File: config.mk
export PLATFORM = sky130hd
export DESIGN_NAME = page_replacement_unit
export DESIGN_NICKNAME = d
export VERILOG_FILES = /design/src/rtl/pru_pkg.sv /design/src/rtl/pru_ram.sv /design/src/rtl/page_replacement_unit.sv
export SDC_FILE = /design/constraint.sdc
export NUM_CORES = 1
export LEC_CHECK = 0
export BUFFER_PORTS_ARGS = -buffer_cell sky130_fd_sc_hd__buf_4
export CORE_ASPECT_RATIO = 2
export CORE_MARGIN = 2
export CORE_UTILIZATION = 60
export CTS_BUF_LIST = sky130_fd_sc_hd__clkbuf_4 sky130_fd_sc_hd__clkbuf_8
export DETAILED_ROUTE_END_ITERATION = 7
export PLACE_DENSITY = 0.83
export SLEW_MARGIN = 40
export SYNTH_ARGS = -nofsm -noshare
export SYNTH_HDL_FRONTEND = slang
export SYNTH_SLANG_ARGS = --single-unit
File: constraint.sdc
create_clock -name clock -period 11.65 [get_ports clock]
set_input_delay 1.165 -clock clock [delete_from_list [all_inputs] [get_ports clock]]
set_output_delay 1.165 -clock clock [all_outputs]
set_load 0.005 [all_outputs]
File: src/rtl/pru_pkg.sv
`timescale 1ns / 1ps
// ----------------------------------------------------------------------------
// Page replacement unit package
// Shared types and codes for the page replacement unit.
// ----------------------------------------------------------------------------
package pru_pkg;

   // Sequencer states.
   typedef enum logic [2:0] {
      ST_IDLE,
      ST_LK_RD,
      ST_LK_CMP,
      ST_SEL,
      ST_EV_RD,
      ST_DONE
   } state_type;

   // Replacement policy codes.
   typedef enum logic [1:0] {
      POL_FIFO     = 2'd0,
      POL_LRU      = 2'd1,
      POL_CLOCK    = 2'd2,
      POL_ENHANCED = 2'd3
   } policy_type;

   // Configuration register indexes.
   localparam logic CSR_POLICY      = 1'b0;
   localparam logic CSR_FRAME_COUNT = 1'b1;

   localparam int FRAME_COUNT_W     = 4;
   localparam logic [FRAME_COUNT_W-1:0] FRAME_COUNT_RESET = 4'd8;

endpackage

File: src/rtl/pru_ram.sv
`timescale 1ns / 1ps
// ----------------------------------------------------------------------------
// Generic RAM
// One write port and one read port, with the read data registered.
// ----------------------------------------------------------------------------
module pru_ram #(
   parameter int WIDTH = 16,
   parameter int DEPTH = 8
) (
   input  logic                             clock,
   input  logic                             we,
   input  logic [(DEPTH>1?$clog2(DEPTH):1)-1:0] waddr,
   input  logic [WIDTH-1:0]                 wdata,
   input  logic [(DEPTH>1?$clog2(DEPTH):1)-1:0] raddr,
   output logic [WIDTH-1:0]                 rdata
);

   logic [WIDTH-1:0] mem_ff [DEPTH];
   logic [WIDTH-1:0] rdata_ff;

   always_ff @(posedge clock) begin
      if (we) begin
         mem_ff[waddr] <= wdata;
      end
      rdata_ff <= mem_ff[raddr];
   end

   assign rdata = rdata_ff;

endmodule

File: src/rtl/page_replacement_unit.sv
`timescale 1ns / 1ps
// ----------------------------------------------------------------------------
// Page replacement unit
// Looks up one page reference per command in a table of resident pages and
// replaces a frame on a fault by FIFO, LRU, Clock or Enhanced Clock.
// ----------------------------------------------------------------------------
//
//  Channel   Ports                                   Handshake
//  -------   -------------------------------------   ----------------------
//  request   req_page, req_is_write                  start high, busy low
//  response  rsp_hit, rsp_frame_index, rsp_evicted_* rsp_valid, one cycle
//  config    csr_index, csr_wdata                    csr_we, no wait
//
// A word's lookup takes one RAM read and one compare per frame in use; a hit
// ends the lookup at the matching frame and goes straight to the table
// update. On a fault the hand sweep runs for Clock and Enhanced Clock and is
// skipped for FIFO and LRU, then the victim's page is read. The done state
// writes the table and registers the response, which is shown in the cycle
// after that. The single read port of the page and timestamp RAMs sets the
// lookup length.
// Reset and every configuration write clear the table: valid,
// reference and modified bits live in flip-flops, so no clearing pass runs.
// The receiver cannot stall; a response is shown for one cycle while the unit
// is already idle and able to take the next word.
//
module page_replacement_unit #(
   parameter int FRAMES    = 8,
   parameter int PAGE_BITS = 16
) (
   input  logic        clock,
   input  logic        reset,
   input  logic        start,
   output logic        busy,
   input  logic [15:0] req_page,
   input  logic        req_is_write,
   output logic        rsp_valid,
   output logic        rsp_hit,
   output logic [2:0]  rsp_frame_index,
   output logic        rsp_evicted_valid,
   output logic [15:0] rsp_evicted_page,
   output logic [31:0] rsp_fault_count,
   input  logic        csr_we,
   input  logic        csr_index,
   input  logic [3:0]  csr_wdata
);

   localparam int IDX_W = (FRAMES > 1) ? $clog2(FRAMES) : 1;
   localparam int CNT_W = $clog2(FRAMES + 1);

   // Advance a frame pointer, wrapping at the number of frames in use.
   function automatic logic [IDX_W-1:0] next_slot(input logic [IDX_W-1:0] i,
                                                  input logic [CNT_W-1:0] n);
      logic [CNT_W:0] s;
      s = (CNT_W+1)'(i) + (CNT_W+1)'(1);
      return (s >= {1'b0, n}) ? '0 : IDX_W'(s);
   endfunction

   pru_pkg::state_type state_ff, state_in;
   pru_pkg::policy_type policy_ff;
   logic [pru_pkg::FRAME_COUNT_W-1:0] frame_count_ff;

   logic [PAGE_BITS-1:0] page_ff, page_in;
   logic                 wr_ff, wr_in;
   logic [IDX_W-1:0]     scan_ff, scan_in;
   logic                 found_ff, found_in;
   logic [IDX_W-1:0]     victim_ff, victim_in;
   logic                 empty_found_ff, empty_found_in;
   logic [IDX_W-1:0]     empty_ff, empty_in;
   logic [IDX_W-1:0]     best_ff, best_in;
   logic [31:0]          best_time_ff, best_time_in;
   logic [IDX_W-1:0]     ptr_ff, ptr_in;
   logic [CNT_W-1:0]     cnt_ff, cnt_in;
   logic                 phase_ff, phase_in;
   logic                 round_ff, round_in;
   logic [IDX_W-1:0]     hand_ff, hand_in;
   logic [31:0]          ref_time_ff, ref_time_in;
   logic [31:0]          faults_ff, faults_in;
   logic [FRAMES-1:0]    valid_ff, valid_in;
   logic [FRAMES-1:0]    refb_ff, refb_in;
   logic [FRAMES-1:0]    modb_ff, modb_in;

   logic        rsp_valid_ff, rsp_valid_in;
   logic        rsp_hit_ff, rsp_hit_in;
   logic [2:0]  rsp_frame_ff, rsp_frame_in;
   logic        rsp_ev_valid_ff, rsp_ev_valid_in;
   logic [15:0] rsp_ev_page_ff, rsp_ev_page_in;
   logic [31:0] rsp_faults_ff, rsp_faults_in;

   // Memory ports.
   logic                 ram_we;
   logic [IDX_W-1:0]     ram_waddr, ram_raddr;
   logic [PAGE_BITS-1:0] page_rdata;
   logic [31:0]          time_rdata;

   logic [CNT_W-1:0] n_c;
   logic             accept_c;
   logic             match_c;
   logic             scan_last_c;
   logic             cnt_last_c;
   logic             sel_done_c;
   logic [IDX_W-1:0] sel_victim_c;
   logic             cond00_c, cond01_c;

   // Frames in use: zero counts as one, anything above FRAMES as FRAMES.
   always_comb begin
      if (frame_count_ff == '0) begin
         n_c = CNT_W'(1);
      end else if (32'(frame_count_ff) > FRAMES) begin
         n_c = CNT_W'(FRAMES);
      end else begin
         n_c = CNT_W'(frame_count_ff);
      end
   end

   assign accept_c    = start && (state_ff == pru_pkg::ST_IDLE);
   assign busy        = (state_ff != pru_pkg::ST_IDLE);
   assign match_c     = valid_ff[scan_ff] && (page_rdata == page_ff);
   assign scan_last_c = ((CNT_W+1)'(scan_ff) + (CNT_W+1)'(1)) == {1'b0, n_c};
   assign cnt_last_c  = ((CNT_W+1)'(cnt_ff) + (CNT_W+1)'(1)) == {1'b0, n_c};
   assign cond00_c    = !refb_ff[ptr_ff] && !modb_ff[ptr_ff];
   assign cond01_c    = !refb_ff[ptr_ff] && modb_ff[ptr_ff];

   // Hand sweep decision for Clock and Enhanced Clock. After two full rounds
   // without a victim, Enhanced Clock falls back to the frame at the hand.
   always_comb begin
      sel_done_c   = 1'b0;
      sel_victim_c = ptr_ff;
      if (policy_ff == pru_pkg::POL_CLOCK) begin
         sel_done_c = !refb_ff[ptr_ff];
      end else if (!phase_ff) begin
         sel_done_c = cond00_c;
      end else if (cond01_c) begin
         sel_done_c = 1'b1;
      end else if (cnt_last_c && round_ff) begin
         sel_done_c   = 1'b1;
         sel_victim_c = hand_ff;
      end
   end

   // Next state.
   always_comb begin
      state_in = state_ff;
      unique case (state_ff)
         pru_pkg::ST_IDLE: begin
            if (start) begin
               state_in = pru_pkg::ST_LK_RD;
            end
         end
         pru_pkg::ST_LK_RD: begin
            state_in = pru_pkg::ST_LK_CMP;
         end
         pru_pkg::ST_LK_CMP: begin
            if (match_c) begin
               state_in = pru_pkg::ST_DONE;
            end else if (scan_last_c) begin
               if (policy_ff == pru_pkg::POL_FIFO || policy_ff == pru_pkg::POL_LRU) begin
                  state_in = pru_pkg::ST_EV_RD;
               end else begin
                  state_in = pru_pkg::ST_SEL;
               end
            end else begin
               state_in = pru_pkg::ST_LK_RD;
            end
         end
         pru_pkg::ST_SEL: begin
            if (sel_done_c) begin
               state_in = pru_pkg::ST_EV_RD;
            end
         end
         pru_pkg::ST_EV_RD: begin
            state_in = pru_pkg::ST_DONE;
         end
         pru_pkg::ST_DONE: begin
            state_in = pru_pkg::ST_IDLE;
         end
         default: begin
            state_in = pru_pkg::ST_IDLE;
         end
      endcase
   end

   // Datapath and outputs.
   always_comb begin
      page_in         = page_ff;
      wr_in           = wr_ff;
      scan_in         = scan_ff;
      found_in        = found_ff;
      victim_in       = victim_ff;
      empty_found_in  = empty_found_ff;
      empty_in        = empty_ff;
      best_in         = best_ff;
      best_time_in    = best_time_ff;
      ptr_in          = ptr_ff;
      cnt_in          = cnt_ff;
      phase_in        = phase_ff;
      round_in        = round_ff;
      hand_in         = hand_ff;
      ref_time_in     = ref_time_ff;
      faults_in       = faults_ff;
      valid_in        = valid_ff;
      refb_in         = refb_ff;
      modb_in         = modb_ff;
      rsp_valid_in    = 1'b0;
      rsp_hit_in      = rsp_hit_ff;
      rsp_frame_in    = rsp_frame_ff;
      rsp_ev_valid_in = rsp_ev_valid_ff;
      rsp_ev_page_in  = rsp_ev_page_ff;
      rsp_faults_in   = rsp_faults_ff;
      ram_we          = 1'b0;
      ram_waddr       = victim_ff;
      ram_raddr       = scan_ff;

      unique case (state_ff)
         pru_pkg::ST_IDLE: begin
            if (accept_c) begin
               page_in        = PAGE_BITS'(req_page);
               wr_in          = req_is_write;
               scan_in        = '0;
               found_in       = 1'b0;
               empty_found_in = 1'b0;
               if ((CNT_W+1)'(hand_ff) >= {1'b0, n_c}) begin
                  hand_in = '0;
               end
            end
         end
         pru_pkg::ST_LK_RD: begin
            ram_raddr = scan_ff;
         end
         pru_pkg::ST_LK_CMP: begin
            // The same pass gathers the LRU candidates: the first empty frame
            // and the oldest stamp, lowest index winning ties.
            if (!valid_ff[scan_ff] && !empty_found_ff) begin
               empty_found_in = 1'b1;
               empty_in       = scan_ff;
            end
            if (scan_ff == '0 || time_rdata < best_time_ff) begin
               best_in      = scan_ff;
               best_time_in = time_rdata;
            end
            if (match_c) begin
               found_in  = 1'b1;
               victim_in = scan_ff;
            end else if (scan_last_c) begin
               ptr_in   = hand_ff;
               cnt_in   = '0;
               phase_in = 1'b0;
               round_in = 1'b0;
               if (policy_ff == pru_pkg::POL_FIFO) begin
                  victim_in = hand_ff;
                  hand_in   = next_slot(hand_ff, n_c);
               end else if (policy_ff == pru_pkg::POL_LRU) begin
                  if (!valid_ff[scan_ff] && !empty_found_ff) begin
                     victim_in = scan_ff;
                  end else if (empty_found_ff) begin
                     victim_in = empty_ff;
                  end else if (scan_ff != '0 && time_rdata < best_time_ff) begin
                     victim_in = scan_ff;
                  end else begin
                     victim_in = best_ff;
                  end
               end
            end else begin
               scan_in = scan_ff + IDX_W'(1);
            end
         end
         pru_pkg::ST_SEL: begin
            if (sel_done_c) begin
               victim_in = sel_victim_c;
               hand_in   = next_slot(sel_victim_c, n_c);
            end else if (policy_ff == pru_pkg::POL_CLOCK) begin
               refb_in[ptr_ff] = 1'b0;
               ptr_in          = next_slot(ptr_ff, n_c);
            end else begin
               // Enhanced Clock: the second scan of a round clears the
               // reference bit of each frame it passes.
               if (phase_ff) begin
                  refb_in[ptr_ff] = 1'b0;
               end
               if (cnt_last_c) begin
                  cnt_in = '0;
                  ptr_in = hand_ff;
                  if (phase_ff) begin
                     phase_in = 1'b0;
                     round_in = 1'b1;
                  end else begin
                     phase_in = 1'b1;
                  end
               end else begin
                  cnt_in = cnt_ff + CNT_W'(1);
                  ptr_in = next_slot(ptr_ff, n_c);
               end
            end
         end
         pru_pkg::ST_EV_RD: begin
            ram_raddr = victim_ff;
         end
         pru_pkg::ST_DONE: begin
            rsp_valid_in = 1'b1;
            rsp_frame_in = 3'(victim_ff);
            if (ref_time_ff != '1) begin
               ref_time_in = ref_time_ff + 32'd1;
            end
            if (found_ff) begin
               rsp_hit_in      = 1'b1;
               rsp_ev_valid_in = 1'b0;
               rsp_ev_page_in  = '0;
               rsp_faults_in   = faults_ff;
               if (policy_ff == pru_pkg::POL_LRU) begin
                  ram_we = 1'b1;
               end
               if (policy_ff == pru_pkg::POL_CLOCK || policy_ff == pru_pkg::POL_ENHANCED) begin
                  refb_in[victim_ff] = 1'b1;
               end
               if (policy_ff == pru_pkg::POL_ENHANCED && wr_ff) begin
                  modb_in[victim_ff] = 1'b1;
               end
            end else begin
               rsp_hit_in      = 1'b0;
               rsp_ev_valid_in = valid_ff[victim_ff];
               rsp_ev_page_in  = valid_ff[victim_ff] ? 16'(page_rdata) : '0;
               if (faults_ff != '1) begin
                  faults_in     = faults_ff + 32'd1;
                  rsp_faults_in = faults_ff + 32'd1;
               end else begin
                  rsp_faults_in = faults_ff;
               end
               ram_we              = 1'b1;
               valid_in[victim_ff] = 1'b1;
               if (policy_ff == pru_pkg::POL_CLOCK || policy_ff == pru_pkg::POL_ENHANCED) begin
                  refb_in[victim_ff] = 1'b1;
               end
               if (policy_ff == pru_pkg::POL_ENHANCED) begin
                  modb_in[victim_ff] = 1'b0;
               end
            end
         end
         default: begin
         end
      endcase
   end

   // Control state. A configuration write clears the table; the user must write
   // only while the unit is idle, and the unit itself does not enforce it.
   always_ff @(posedge clock) begin
      if (reset) begin
         state_ff       <= pru_pkg::ST_IDLE;
         policy_ff      <= pru_pkg::POL_FIFO;
         frame_count_ff <= pru_pkg::FRAME_COUNT_RESET;
         hand_ff        <= '0;
         ref_time_ff    <= '0;
         faults_ff      <= '0;
         valid_ff       <= '0;
         refb_ff        <= '0;
         modb_ff        <= '0;
         rsp_valid_ff   <= 1'b0;
      end else if (csr_we) begin
         unique case (csr_index)
            pru_pkg::CSR_POLICY: begin
               policy_ff <= pru_pkg::policy_type'(csr_wdata[1:0]);
            end
            pru_pkg::CSR_FRAME_COUNT: begin
               frame_count_ff <= csr_wdata;
            end
            default: begin
            end
         endcase
         state_ff     <= state_in;
         hand_ff      <= '0;
         ref_time_ff  <= '0;
         faults_ff    <= '0;
         valid_ff     <= '0;
         refb_ff      <= '0;
         modb_ff      <= '0;
         rsp_valid_ff <= rsp_valid_in;
      end else begin
         state_ff     <= state_in;
         hand_ff      <= hand_in;
         ref_time_ff  <= ref_time_in;
         faults_ff    <= faults_in;
         valid_ff     <= valid_in;
         refb_ff      <= refb_in;
         modb_ff      <= modb_in;
         rsp_valid_ff <= rsp_valid_in;
      end
   end

   // Payload and scan registers.
   always_ff @(posedge clock) begin
      page_ff         <= page_in;
      wr_ff           <= wr_in;
      scan_ff         <= scan_in;
      found_ff        <= found_in;
      victim_ff       <= victim_in;
      empty_found_ff  <= empty_found_in;
      empty_ff        <= empty_in;
      best_ff         <= best_in;
      best_time_ff    <= best_time_in;
      ptr_ff          <= ptr_in;
      cnt_ff          <= cnt_in;
      phase_ff        <= phase_in;
      round_ff        <= round_in;
      rsp_hit_ff      <= rsp_hit_in;
      rsp_frame_ff    <= rsp_frame_in;
      rsp_ev_valid_ff <= rsp_ev_valid_in;
      rsp_ev_page_ff  <= rsp_ev_page_in;
      rsp_faults_ff   <= rsp_faults_in;
   end

   // Resident page numbers and LRU timestamps, one entry per frame.
   pru_ram #(
      .WIDTH (PAGE_BITS),
      .DEPTH (FRAMES)
   ) u_page_ram (
      .clock (clock),
      .we    (ram_we && !found_ff),
      .waddr (ram_waddr),
      .wdata (page_ff),
      .raddr (ram_raddr),
      .rdata (page_rdata)
   );

   pru_ram #(
      .WIDTH (32),
      .DEPTH (FRAMES)
   ) u_time_ram (
      .clock (clock),
      .we    (ram_we),
      .waddr (ram_waddr),
      .wdata (ref_time_ff),
      .raddr (ram_raddr),
      .rdata (time_rdata)
   );

   assign rsp_valid         = rsp_valid_ff;
   assign rsp_hit           = rsp_hit_ff;
   assign rsp_frame_index   = rsp_frame_ff;
   assign rsp_evicted_valid = rsp_ev_valid_ff;
   assign rsp_evicted_page  = rsp_ev_page_ff;
   assign rsp_fault_count   = rsp_faults_ff;

endmodule

# Word level (Yosys, flattened, before mapping)
# Memory sizes are Yosys's and may differ from the RTL's. A register that Yosys moved wholly into a read port is not among the register bits.
# Index checks and enable logic that the tools add are counted.
[op_classes]
n_addsub = 9
multipliers = 0
n_div = 0
order_cmp = 11
eq_ne = 32
shift = 0
muxes = 100
bitwise_logic = 10
n_reduce_logical = 51
[op_table]
columns = ["operator", "n"]
rows = [
  ["$mux W3", 35],
  ["$add A32 B1 Y32 const B", 2],
  ["$mux W32", 2],
  ["$ne A32 B32 Y1 const B", 2],
  ["$mux W8", 7],
  ["$lt A32 B32 Y1", 1],
  ["$mux W1", 32],
  ["$mux W4", 7],
  ["$ne A2 B2 Y1 const B", 14],
  ["$or A8 B8 Y8", 3],
  ["$pmux W3 S2", 3],
  ["$add A3 B1 Y4 const B", 4],
  ["$and A8 B8 Y8", 2],
  ["$eq A16 B16 Y1", 1],
  ["$not A8 Y8", 2],
  ["$pmux W8 S2", 1],
  ["$reduce_and A2 Y1", 8],
  ["$reduce_and A4 Y1", 4],
  ["$pmux W3 S5", 1],
  ["$reduce_and A7 Y1", 2],
  ["$bmux W1 S3", 4],
  ["$ge A4 B4 Y1", 3],
  ["$lt A3 B4 Y1 const B", 3],
  ["$logic_and A1 B1 Y1", 11],
  ["32 further kinds", 59],
]
[word_totals]
regBits = 226
latchBits = 0
ram_bits = 384
romBits = 0
in_bits = 26
memories = 2
[memory_table]
columns = ["memory", "depth", "width", "read_ports", "rd_clocked_by_memory_dff", "wr", "line_no", "rtl"]
rows = [
  ["u_time_ram.mem_ff", 8, 32, 1, 1, 1, "pru_ram.sv:18", "logic [WIDTH-1:0] mem_ff [DEPTH];"],
  ["u_page_ram.mem_ff", 8, 16, 1, 1, 1, "pru_ram.sv:18", ""],
]

# Longest topological paths before layout
[logic_depth]
depth_word = 14
ltp_mapped = 18
mapped_depth_nobuf = 17

# Modules after synthesis
# From an unflattened synthesis, not the netlist that was laid out.
[hier_totals]
hier_cells = 1777
hier_area_um2 = 27416.3
[by_module_without_submodules]
columns = ["mod", "n_inst", "cells_each", "area_per_inst_um2", "seq_area_each_um2"]
rows = [
  ["page_replacement_unit", 1, 1148, 11656.2, 5775.5],
  ["pru_ram at u_time_ram", 1, 415, 10466.3, 8328.0],
  ["pru_ram at u_page_ram", 1, 214, 5293.8, 4164.0],
]

# Worst setup path after synthesis
# No wires, ideal clock.
[synth_path]
path_kind = "register -> register"
startpoint = "reg state_ff[2]"
endpoint = "mem u_time_ram.mem_ff[3][0], enable pin"
setup_ps = 421
t_arrival_ps = 4445
required_ps = 11229
path_slack_ps = 6784
stages_incl_launch_ff = 7
n_path_buf = 2
synth_period_minus_slack_ps = 4866
cell_sequence = "dfxtp_1 clkbuf_1 nand2_1 inv_1 clkbuf_1 nand2_1 nor2_1"
[synth_between]
elab_chain_cells = 4
[synth_lines]
columns = ["item", "line_no", "rtl"]
rows = [
  ["from (decl)", "page_replacement_unit.sv:58", "pru_pkg::state_type state_ff, state_in;"],
  ["from (signal assigned)", "page_replacement_unit.sv:346", "state_ff <= pru_pkg::ST_IDLE;"],
  ["from (signal assigned)", "page_replacement_unit.sv:367", "state_ff <= state_in;"],
  ["from (signal assigned)", "page_replacement_unit.sv:376", "state_ff <= state_in;"],
  ["$eq A3 B3 Y1", "page_replacement_unit.sv:213", "unique case (state_ff)"],
  ["$mux W1", "page_replacement_unit.sv:213", ""],
  ["$mux W1", "pru_ram.sv:22", "if (we) begin"],
  ["$mux W1 (not written as such)", "pru_ram.sv:23", "mem_ff[waddr] <= wdata;"],
  ["to (decl)", "pru_ram.sv:18", ""],
]
# No other way between the ends.

# Worst setup path in the final report
[layout_path]
startpoint = "reg cnt_ff[0]"
endpoint = "reg hand_ff[2]"
[layout_between]
elab_chain_cells = 12
word_cells_on_any_way = 18
classes_between = "2 x add/sub; 1 x order compare; 2 x eq/ne; 11 x mux; 2 x reduce/logical"
[layout_lines]
columns = ["item", "line_no", "rtl"]
rows = [
  ["from (decl)", "page_replacement_unit.sv:72", "logic [CNT_W-1:0] cnt_ff, cnt_in;"],
  ["from (signal assigned)", "page_replacement_unit.sv:399", "cnt_ff <= cnt_in;"],
  ["$add A4 B1 Y5 (*)", "page_replacement_unit.sv:119", "assign cnt_last_c = ((CNT_W+1)'(cnt_ff) + (CNT_W+1)'(1)) == {1'b0, n_c};"],
  ["$eq A5 B4 Y1 (*)", "page_replacement_unit.sv:119", ""],
  ["$logic_and A1 B1 Y1 (*)", "page_replacement_unit.sv:134", "end else if (cnt_last_c && round_ff) begin"],
  ["$mux W3", "page_replacement_unit.sv:134", ""],
  ["$mux W3", "page_replacement_unit.sv:132", "end else if (cond01_c) begin"],
  ["$mux W3", "page_replacement_unit.sv:130", "end else if (!phase_ff) begin"],
  ["$mux W3", "page_replacement_unit.sv:128", "if (policy_ff == pru_pkg::POL_CLOCK) begin"],
  ["$add A3 B1 Y4", "page_replacement_unit.sv:54", "s = (CNT_W+1)'(i) + (CNT_W+1)'(1);"],
  ["$ge A4 B4 Y1", "page_replacement_unit.sv:55", "return (s >= {1'b0, n}) ? '0 : IDX_W'(s);"],
  ["$mux W3", "page_replacement_unit.sv:55", ""],
  ["$mux W3", "page_replacement_unit.sv:267", "if (sel_done_c) begin"],
  ["$pmux W3 S3", "page_replacement_unit.sv:213", ""],
  ["to (signal assigned)", "page_replacement_unit.sv:377", "hand_ff <= hand_in;"],
  ["to (decl)", "page_replacement_unit.sv:75", "logic [IDX_W-1:0] hand_ff, hand_in;"],
]
# Mark *: on every way between the ends. The rest lies on a longest branch, timed or not. The select of a mux whose other input is x is not followed.
# A chain may end at the register's enable or synchronous reset.

==> parameters.txt <==
Parameter                              Value

Run status
  Result of the run ... finished, final reports clean

Cells and area
  Area added between synthesis and finish ... 11.4%
  Share of layout cells above drive strength 1 ... 22.9%
  Layout Cell Area excl Fill ... 29600 µm²
  Filler cells ... 2868
  Finished Core Util ... 67.3%
  Nets@finish ... 1936

Die
  Die Y-Extent ... 302 µm
  Die area ... 46200 µm²
  Core area ... 44100 µm²
  I/O pins ... 81
  Die boundary width ... 153 µm
  Placement Rows ... 109
  Starting utilization of the core area ... 60.4%

Critical path
  Most repeated library cell on the critical path ... ha_1
  Worst Path Max Fanout ... 7
  Crit path kind ... reg -> reg
  Setup crit end kind ... register
  Count of cells along the worst register-to-register path ... 17
  Cell family with most CP delay ... simple AND/OR/NAND/NOR gates
  Delay contributed by the slowest stage of the critical path ... 0.62 ns
  Reg2reg end ... hand_ff[2]
  Critical path buffer and inverter count ... 1
  Reg-to-reg setup timing slack ... 6.48 ns
  Ordered list of cells on the worst path ... ha_1 > and2b_1 > o22ai_1 > or4_4 > or4_4 > nor2_8 > nor2_1 > a21oi_1 > inv_1 > ha_1 > ha_1 > a21o_1 > a21o_2 > a211oi_1 > o221ai_1 > and4_1 > a211oi_2
  Startpoint of the lowest-slack register-to-register path ... cnt_ff[0]
  Critical-path cell with the highest stage delay ... a211oi_1
  CP required ... 12.23 ns
  Worst Setup Start Kind ... register
  Crit path DAT ... 5.75 ns

Power
  Overall power after layout ... 4.56 mW
  Largest vdd supply drop ... 0.0000710 V
  Static Leakage ... 9.94 nW
  Power density over cell area ... 154 nW/µm²

Clock tree
  Hold buffer count at cts ... 0
  Clock Tree Root ... clkbuf_8
  TritonCTS Buffers ... 83
  Clock tree from TritonCTS ... built
  Later-pin clock latency in the skew report ... 0.68 ns
  Buffer depth of the longest clock path ... 3
  Clock tree sinks ... 658
  Clock slew seen by the registers of the worst setup and hold paths ... 0.08 ns
  Total setup buffers inserted after CTS ... 0
  Number of H-tree branching levels ... 3
  Post-cts resize count ... 0

Timing
  Worst clock skew ... 0.0414 ns
  Post-layout minimum cycle time ... 5.17 ns
  Fin. Hold Viols ... 0
  Endpoints failing setup ... 0
  Number of slew-limit violations in the final report ... 0
  Minimum setup slack in the final design ... 6.48 ns
  Max Clock Freq ... 0.193 GHz
  Sum of negative setup slack ... 0 ns
  Actual slew at the worst max-slew pin ... 0.769 ns
  Worst max-slew margin expressed relative to the limit ... 47.9%
  Unrepaired setup endpoints after global routing ... no
  Crit share post-route ... 44.4%

GRT
  Pin count of the biggest net entering global routing ... 66
  Overall track demand over capacity in global routing ... 23.8%
  Global-route wire length before repair ... 84100 µm
  Vias in the first global route ... 15600
  Number of antenna violations at the first check in global routing ... 1
  Total gr overflow ... 0

Detailed routing
  Count of unresolved DRC violations after routing ... 0
  Average via count per standard cell ... 6.02
  Vias after detailed routing ... 14900
  Routed WL ... 54800 µm
  WL/cell ... 22.1 µm
  First-pass iteration count of the detailed router ... 6
  Detail Route Antenna Nets ... 0
  Drt initial violations ... 969

Synthesis
  Cells after synthesis ... 1726
  Synth warn ... 0
  Total of flip-flops plus latches after synthesis ... 658
  Ranking of synthesized cells by area ... edfxtp_1, dfxtp_1, mux4_2
  Predominant post-synthesis flop cell ... edfxtp_1
  Most area-hungry cell type in the Yosys netlist ... edfxtp_1
  Synth unique cells ... 73
  Synth Net Count ... 1806
  Combined area of all synthesized cells ... 26600 µm²
  Count of flip-flops with a built-in enable after synthesis ... 509
  Fraction of the yosys area taken by sequential cells ... 68.6%
  Top-area cell type share of the netlist area ... 57.4%
  Ys async rst share ... 0%
  Mean cell area of the mapped netlist ... 15.4 µm²

Placement
  Placer's final routability congestion estimate ... 0.928
  Placement-stage cell area ... 28000 µm²
  Post-Place Setup Slack ... 6.51 ns
  HPWL after DPL ... 34600 µm
  Total of buffers placed on input and output ports ... 80

Job
  Total of max-cap violations ... 0

Worst hold path
  Start point of the worst min-delay path ... u_time_ram.rdata[24]
  Path class of the lowest-slack min-delay path ... reg -> reg
  Worst Hold Depth ... 0
  Worst min-delay path endpoint ... best_time_ff[24]
==> per-layer routing <==
metal / GRT usage [%] / up-vias / routed length [µm]
li1: - / 6782 / -
met1: 24.9 / 7512 / 18500
met2: 46.7 / 465 / 31600
met3: 3.31 / 134 / 2520
met4: 11.1 / 0 / 2140
met5: 0 / - / 0
==> sequential cells by signal, indices dropped and copies added (netlist names), 3 cells and up, named ones only <==
name	flops
scan_ff	3
page_ff	16
hand_ff	3
best_time_ff	32
u_page_ram.rdata	16
ref_time_ff	32
ptr_ff	3
u_page_ram.mem_ff	128
u_time_ram.rdata	32
frame_count_ff	4
rsp_fault_count	32
best_ff	3
valid_ff	8
u_time_ram.mem_ff	256
rsp_evicted_page	16
empty_ff	3
state_ff	3
rsp_frame_index	3
refb_ff	8
cnt_ff	4
faults_ff	32
ram_waddr	3
==> cells in the mapped netlist (3+ instances only) <==
library cell	count
buf_1	4
o21a_1	5
a211oi_1	9
mux4_2	100
o21ai_0	29
nor3_1	27
o211ai_1	3
and2_1	24
nand2b_1	12
xor2_1	52
nand4b_1	3
buf_2	11
nor4_1	9
a221oi_1	5
a22oi_1	5
a21o_1	7
nand3b_1	5
mux2i_1	7
or3_1	16
or2_2	8
nand4_1	25
and4_1	5
mux2_2	51
dfxtp_1	149
o22ai_1	6
nand2_1	90
a21boi_0	5
a21oi_1	61
inv_1	64
edfxtp_1	509
nor2_1	146
nand3_1	41
xnor2_1	55
clkbuf_1	43
and3_1	21
ha_1	54
nor2b_1	9
o21ai_1	3
==> cell families (layout without fill, tap and decap cells) <==
kind of cell / count (synthesis) / after routing / share of synthesized area, %
and+or+nand+nor: 456 / 456 / 8.45
muxes: 159 / 159 / 10.9
DFF: 658 / 658 / 68.6
xor gates and xnor gates: 107 / 107 / 3.52
buffers and inverters: 128 / 321 / 2.01
AOI/OAI and AO/OA: 164 / 164 / 3.89
adders and majority gates: 54 / 54 / 2.54
other: 0 / 1 / 0
==> worst max path at each step <==
stage / startpoint / to / depth (start not counted)
floorplan: state_ff[2] / u_time_ram.mem_ff[3][0] / 6
global route: cnt_ff[0] / hand_ff[2] / 17
CTS: cnt_ff[0] / hand_ff[2] / 17
global placement: cnt_ff[0] / hand_ff[2] / 17
finish: cnt_ff[0] / hand_ff[2] / 17
detailed placement: cnt_ff[0] / hand_ff[2] / 17
==> placed cells by master, fill, tap and decap left out, types with 6 or more instances in the layout <==
cell type,instances
clkbuf_8,88
mux4_2,100
inv_1,62
xor2_1,52
edfxtp_1,509
dfxtp_1,149
mux2_2,51
nand2_1,90
a21o_1,7
clkinv_2,10
a211oi_1,9
ha_1,54
buf_4,104
nand3_1,41
nor2_1,139
xnor2_1,55
nand2b_1,12
nor2b_1,9
nor2_4,7
o22ai_1,6
nand4_1,25
o21ai_0,29
and2_1,24
or3_1,16
nor4_1,8
nor3_1,26
clkbuf_4,39
and3_1,20
or2_2,7
a21oi_1,60
==> where the power goes <==
group | switching, mW | internal (mW) | leakage (nW) | total, mW
clock network | 0.796 | 0.872 | 0.903 | 1.67
logic | 0.148 | 0.141 | 3.40 | 0.289
registers | 0.0421 | 2.56 | 5.64 | 2.60
total | 0.986 | 3.57 | 9.94 | 4.56
==> stage by stage <==
step | std cells | hold WS, ns
floorplan | 1726 | 0.400
global placement | 2325 | 0.417
detailed placement | 2326 | 0.427
CTS | 2474 | 0.443
global route | 2475 | 0.450
finish | 2475 | 0.438
==> worst register-to-register path: cells and delay by family, from the launching register on <==
| family | cells | cell delay, ns |
|---|---|---|
| fa+ha+maj | 3 | 0.94 |
| flops | 1 | 0.47 |
| buf+inv | 1 | 0.11 |
| compound gates | 7 | 1.75 |
| simple gates | 6 | 1.84 |
==> cell type report <==
type	count	area [µm²]	share of cell area, %
diodes	1	2.50	0.00844
clock buffers	127	1500	5.07
clock inverters	21	170	0.574
inverters	64	240	0.810
multi-input cells	940	7930	26.7
flip-flops and latches	658	18300	61.6
well taps	555	694	2.34
repair buffers	109	846	2.85
No activity file was read; power rests on OpenSTA's default activity.
